$ cat src/hdl/cbm_pkg.sv
// Shared types and constants of the cartridge bank mapper.
// Used by the control decoder, the RAM and the top level.
`timescale 1ns / 1ps

package cbm_pkg;

    // Access kind of a bus beat.
    localparam logic KIND_READ  = 1'b0;
    localparam logic KIND_WRITE = 1'b1;

    // Configuration register indexes.
    localparam int unsigned CFG_INDEX_W = 2;
    localparam int unsigned CFG_DATA_W  = 7;
    localparam logic [CFG_INDEX_W-1:0] CFG_ROM_BANK_MASK = 2'd0;
    localparam logic [CFG_INDEX_W-1:0] CFG_RAM_SIZE_CODE = 2'd1;
    localparam logic [CFG_INDEX_W-1:0] CFG_HAS_BATTERY   = 2'd2;

    // RAM size codes.
    localparam logic [1:0] RAM_NONE = 2'd0;
    localparam logic [1:0] RAM_2K   = 2'd1;
    localparam logic [1:0] RAM_8K   = 2'd2;
    localparam logic [1:0] RAM_32K  = 2'd3;

    // Widest RAM offset: 32KB.
    localparam int unsigned RAM_OFF_W = 15;
    localparam int unsigned ROM_ADDR_W = 21;

    localparam logic [7:0] OPEN_BUS = 8'hFF;

    // Configuration register file.
    typedef struct packed {
        logic [6:0] rom_bank_mask;
        logic [1:0] ram_size_code;
        logic       has_battery;
    } cfg_t;

    // One bus access.
    typedef struct packed {
        logic        kind;
        logic [15:0] address;
        logic [7:0]  write_data;
    } item_t;

    // Request to the cartridge RAM.
    typedef struct packed {
        logic                 rd;
        logic                 wr;
        logic [RAM_OFF_W-1:0] index;
        logic [7:0]           wdata;
    } ram_req_t;

    // Result of one access apart from the RAM data byte.
    typedef struct packed {
        logic                  rom_read;
        logic [ROM_ADDR_W-1:0] rom_address;
        logic                  save_request;
        logic                  from_ram;
    } res_t;

endpackage

$ cat src/hdl/cbm_ctrl.sv
// Configuration registers, banking registers and address decode of the mapper.
// Depends on cbm_pkg for the item, request, result and configuration types.
`timescale 1ns / 1ps

module cbm_ctrl #(
    parameter int unsigned RAM_BYTES     = 32768,
    parameter int unsigned ROM_ADDR_BITS = 21
) (
    input  logic                                  clk,
    input  logic                                  rst_n,
    input  logic                                  cfg_we,
    input  logic [cbm_pkg::CFG_INDEX_W-1:0]       cfg_index,
    input  logic [cbm_pkg::CFG_DATA_W-1:0]        cfg_data,
    input  cbm_pkg::item_t                        item,
    input  logic                                  advance,
    output cbm_pkg::ram_req_t                     ram_req,
    output cbm_pkg::res_t                         res
);

    localparam logic [cbm_pkg::RAM_OFF_W-1:0] RAM_CAP =
        cbm_pkg::RAM_OFF_W'(RAM_BYTES - 1);
    localparam logic [cbm_pkg::ROM_ADDR_W-1:0] ROM_MASK =
        cbm_pkg::ROM_ADDR_W'((64'd1 << ROM_ADDR_BITS) - 64'd1);

    cbm_pkg::cfg_t cfg_reg;
    logic          ram_enabled_reg, ram_enabled_next;
    logic [4:0]    low_bank_reg, low_bank_next;
    logic [1:0]    high_bank_reg, high_bank_next;
    logic          banking_mode_reg, banking_mode_next;

    logic                          is_read;
    logic                          in_low_rom, in_high_rom, in_ram;
    logic [6:0]                    bank;
    logic [cbm_pkg::RAM_OFF_W-1:0] size_mask;
    logic [cbm_pkg::RAM_OFF_W-1:0] ram_off;
    logic                          ram_ok;
    logic                          enable_value;

    // Configuration writes; an index beyond the list is ignored.
    always_ff @(posedge clk or negedge rst_n)
    begin
        if (!rst_n)
        begin
            cfg_reg.rom_bank_mask <= 7'h7F;
            cfg_reg.ram_size_code <= cbm_pkg::RAM_32K;
            cfg_reg.has_battery   <= 1'b0;
        end
        else if (cfg_we)
        begin
            case (cfg_index)
                cbm_pkg::CFG_ROM_BANK_MASK: cfg_reg.rom_bank_mask <= cfg_data;
                cbm_pkg::CFG_RAM_SIZE_CODE: cfg_reg.ram_size_code <= cfg_data[1:0];
                cbm_pkg::CFG_HAS_BATTERY:   cfg_reg.has_battery   <= cfg_data[0];
                default: ;
            endcase
        end
    end

    // Address windows.
    assign is_read     = (item.kind == cbm_pkg::KIND_READ);
    assign in_low_rom  = (item.address[15:14] == 2'b00);
    assign in_high_rom = (item.address[15:14] == 2'b01);
    assign in_ram      = (item.address[15:13] == 3'b101);

    // RAM size in use, capped at the physical RAM.
    always_comb
    begin
        case (cfg_reg.ram_size_code)
            cbm_pkg::RAM_2K:  size_mask = 15'h07FF & RAM_CAP;
            cbm_pkg::RAM_8K:  size_mask = 15'h1FFF & RAM_CAP;
            cbm_pkg::RAM_32K: size_mask = 15'h7FFF & RAM_CAP;
            default:          size_mask = 15'h0000;
        endcase
    end

    assign ram_ok  = ram_enabled_reg && (cfg_reg.ram_size_code != cbm_pkg::RAM_NONE);
    assign ram_off = {2'b00, item.address[12:0]}
                   + (banking_mode_reg ? {high_bank_reg, 13'h0000} : 15'h0000);

    // ROM bank for the window being read.
    always_comb
    begin
        if (in_low_rom)
            bank = banking_mode_reg ? {high_bank_reg, 5'b00000} : 7'h00;
        else
            bank = {high_bank_reg, low_bank_reg};
    end

    // Result fields and RAM request.
    always_comb
    begin
        res.rom_read     = is_read && (in_low_rom || in_high_rom);
        res.rom_address  = res.rom_read
                         ? ({bank & cfg_reg.rom_bank_mask, item.address[13:0]} & ROM_MASK)
                         : '0;
        ram_req.rd       = is_read && in_ram && ram_ok;
        ram_req.wr       = !is_read && in_ram && ram_ok && advance;
        ram_req.index    = ram_off & size_mask;
        ram_req.wdata    = item.write_data;
        res.from_ram     = ram_req.rd;
        res.save_request = !is_read && (item.address[15:13] == 3'b000)
                         && cfg_reg.has_battery && !enable_value;
    end

    assign enable_value = (item.write_data[3:0] == 4'hA);

    // Banking register updates from control writes.
    always_comb
    begin
        ram_enabled_next  = ram_enabled_reg;
        low_bank_next     = low_bank_reg;
        high_bank_next    = high_bank_reg;
        banking_mode_next = banking_mode_reg;
        if (advance && !is_read)
        begin
            case (item.address[15:13])
                3'b000: ram_enabled_next = enable_value;
                3'b001: low_bank_next = (item.write_data[4:0] == 5'd0)
                                      ? 5'd1 : item.write_data[4:0];
                3'b010: high_bank_next = item.write_data[1:0];
                3'b011: banking_mode_next = item.write_data[0];
                default: ;
            endcase
        end
    end

    always_ff @(posedge clk or negedge rst_n)
    begin
        if (!rst_n)
        begin
            ram_enabled_reg  <= 1'b0;
            low_bank_reg     <= 5'd1;
            high_bank_reg    <= 2'd0;
            banking_mode_reg <= 1'b0;
        end
        else
        begin
            ram_enabled_reg  <= ram_enabled_next;
            low_bank_reg     <= low_bank_next;
            high_bank_reg    <= high_bank_next;
            banking_mode_reg <= banking_mode_next;
        end
    end

endmodule

$ cat config.mk
export PLATFORM = sky130hd
export DESIGN_NAME = cbm_ctrl
export DESIGN_NICKNAME = d
export VERILOG_FILES = /design/src/hdl/cbm_pkg.sv /design/src/hdl/cbm_ctrl.sv
export SDC_FILE = /design/constraint.sdc
export NUM_CORES = 1
export LEC_CHECK = 0
export BUFFER_PORTS_ARGS = -buffer_cell sky130_fd_sc_hd__buf_2
export CORE_AREA = 2 2 66 68
export DETAILED_ROUTE_END_ITERATION = 16
export DIE_AREA = 0 0 68 70
export PLACE_DENSITY_LB_ADDON = 0.15
export RECOVER_POWER = 100
export SLEW_MARGIN = 15
export SYNTH_ARGS = -nofsm -noshare
export SYNTH_HDL_FRONTEND = slang
export SYNTH_SLANG_ARGS = --single-unit
$ cat constraint.sdc
create_clock -name clk -period 3.8 [get_ports clk]
set_input_delay 0.19 -clock clk [delete_from_list [all_inputs] [get_ports clk]]
set_output_delay 0.19 -clock clk [all_outputs]
set_load 0.05 [all_outputs]
==> flow_summary.json <==
{
  "gp_congestion": 0.6767,
  "grt_max_degree": 20,
  "tritoncts": "built",
  "synth_edf_count": 0,
  "final_cell_mix": "clkbuf_1 (52), buf_2 (29), and2_1 (15), mux2_2 (14), nor2b_1 (11)",
  "p_int_mw": 0.3995,
  "drc_errors": 0,
  "hold_start": "cfg_data[2]",
  "synth_cell_types": 26,
  "cts_buffer_depth": 2,
  "slew_headroom_pct": 32.20,
  "vias": 1072,
  "grt_pass1_wl_um": 4623,
  "antenna_found_initial": 0,
  "yosysSeqAreaShare_pct": 41.58,
  "area_growth_pct": 29.85,
  "outcome": "complete, no violations",
  "hold_violations": 0,
  "fin_area_mm2": 0.001524,
  "p_comb_share_pct": 36.8,
  "clk_latency_ps": 240,
  "reg2reg_from": "high_bank_reg[1]",
  "fp.dieW_um": 68,
  "swShare_pct": 39.53,
  "timing.hold.ws_ps": 171.8,
  "place_hpwl_um": 2483,
  "critical_path_class": "flip-flop to output port",
  "wl_per_cell_um": 13.02,
  "grt-ovfl-total": 0,
  "synth_area_mm2": 0.001174,
  "clock_sinks": 19,
  "placed_cell_area_mm2": 0.001553,
  "ctsRootBufferMaster": "clkbuf_8",
  "grt_usage_pct": 12.62,
  "setup_tns_ps": 0,
  "nets": 222,
  "p_leak_nw": 0.6677,
  "drt-total-wl_um": 3059,
  "hold_path.class": "input pin to flip-flop",
  "nFillCells": 461,
  "die_h_um": 70,
  "clk_pin_slew_worst_paths_ps": 70,
  "synth.ff_latch_count": 19,
  "syn_inst": 110,
  "synth.avg_cell_area_um2": 10.67,
  "rsz0062_at_grt": "false",
  "synth_warnings": 0,
  "slew_viol_final": 0,
  "power_density_mw_per_mm2": 433.6,
  "yosys_most_used_dff": "dfstp_2",
  "min_period_ps": 2557,
  "io_buffers": 80,
  "placed_cells": 230,
  "die_area_mm2": 0.004760,
  "layout_commonest_cell": "clkbuf_1",
  "clock-skew-final_ps": 0,
  "grt_pass1_vias": 1038,
  "firstDrtPassIters": 4,
  "finalSetupViolations": 0,
  "io_pins": 87,
  "fin_cells": 235,
  "critPathLaunch": "cfg_reg[2]",
  "placementRows": 24,
  "coreArea_mm2": 0.004144,
  "clkPwrFrac_pct": 20.3,
  "ir_worst_vdd_mv": 0.2294,
  "power.total_mw": 0.6607,
  "setup.worst_path.start_class": "flip-flop",
  "htree_levels": 1,
  "end_kind": "output port",
  "detail-route-antenna-nets": 0,
  "postCtsResizedCells": 0,
  "path_max_fanout": 12,
  "tightest_slew_ps": 1017,
  "cts_inserted_buffers": 3,
  "p_switching_mw": 0.2612,
  "drt_iter0_markers": 11,
  "drv_cap": 0,
  "n_antenna_cell": 0,
  "async_flop_share_pct": 100.0,
  "synth_fp_nets": 148,
  "power_frac_seq_pct": 42.9,
  "timing.fmax_mhz": 391.1,
  "largest_reg_flops": 10,
  "period_share_pct": 67.28,
  "arrival_ps": 2370,
  "vias_per_cell": 4.562,
  "required_ps": 3610,
  "start_util_pct": 28.32,
  "post_cts_buffers": 0,
  "drive_above_1_share_pct": 30.60
}
-- critical path, cell delays in order (launching register included) --
cell and delay, ps:
dfstp_1 580, nor2_1 190, or4b_2 690, nor2_1 160, clkbuf_1 500
-- cell type report --
cell class / instances / area, um^2 / area share, %
clock buffer: 4 / 45.04 / 2.956
timing repair buffer: 81 / 346.6 / 22.74
inverter: 1 / 3.754 / 0.2463
multi-input combinational: 78 / 575.6 / 37.77
sequential: 19 / 488.0 / 32.02
tap: 52 / 65.06 / 4.269
-- timing repair --
item / in CTS / in global routing
hold buffers: 1 / 0
endpoints found under the setup margin: 0 / 0
hold endpoints to repair: 9 / 0
-- path summary, 6_finish.rpt --
path | endpoint | slack (ps) | depth (start not counted)
setup / recovery | res[0] | 1240 | 4
min in group asynchronous | low_bank_reg[4] | 640 | 2
hold / removal | cfg_reg[5] | 170 | 2
setup reg to reg | high_bank_reg[1] | 3000 | 1
max in group asynchronous | cfg_reg[0] | 2550 | 2
hold reg to reg | low_bank_reg[0] | 470 | 2
-- per-stage QoR --
step | setup slack (ps) | util (%)
4_1_cts | 1496 | 38.80
3_3_place_gp | 1848 | 37.47
5_1_grt | 1138 | 36.78
3_5_place_dp | 1772 | 37.47
6_report | 1243 | 36.78
2_1_floorplan | 1353 | -
-- routing by layer --
| layer | routed length, um | global-route usage [%] | vias up |
|---|---|---|---|
| met2 | 1472 | 22.76 | 66 |
| met5 | 0 | 0 | - |
| met4 | 10 | 2.444 | 0 |
| met1 | 1243 | 15.19 | 493 |
| li1 | - | - | 511 |
| met3 | 332 | 2.415 | 2 |
-- power by group through the flow --
stage	Clock (mW)	Sequential, mW	Combinational (mW)
final	0.134	0.283	0.243
after CTS	0.141	0.286	0.263
after global routing	0.151	0.289	0.261
after floorplan	0	0.276	0.208
after global placement	0	0.287	0.258
after detailed placement	0	0.289	0.261
-- Yosys cell counts, types with 3 or more instances --
cell type / number / area [um^2]
dfstp_2: 10 / 262.8
dfrtp_1: 9 / 225.2
mux2_4: 4 / 60.06
mux2_2: 14 / 157.7
and2_1: 15 / 93.84
nor2b_1: 11 / 68.82
buf_4: 9 / 67.56
and3_1: 8 / 50.05
nor4_1: 3 / 18.77
nor2_1: 7 / 26.28
-- cells by family after synthesis --
family | synth area share [%]
buffers and inverters | 7.675
and+or+nand+nor | 30.70
DFF | 41.58
muxes | 19.40
AOI/OAI and AO/OA | 0.6399
No activity file was read; power rests on OpenSTA's default activity.
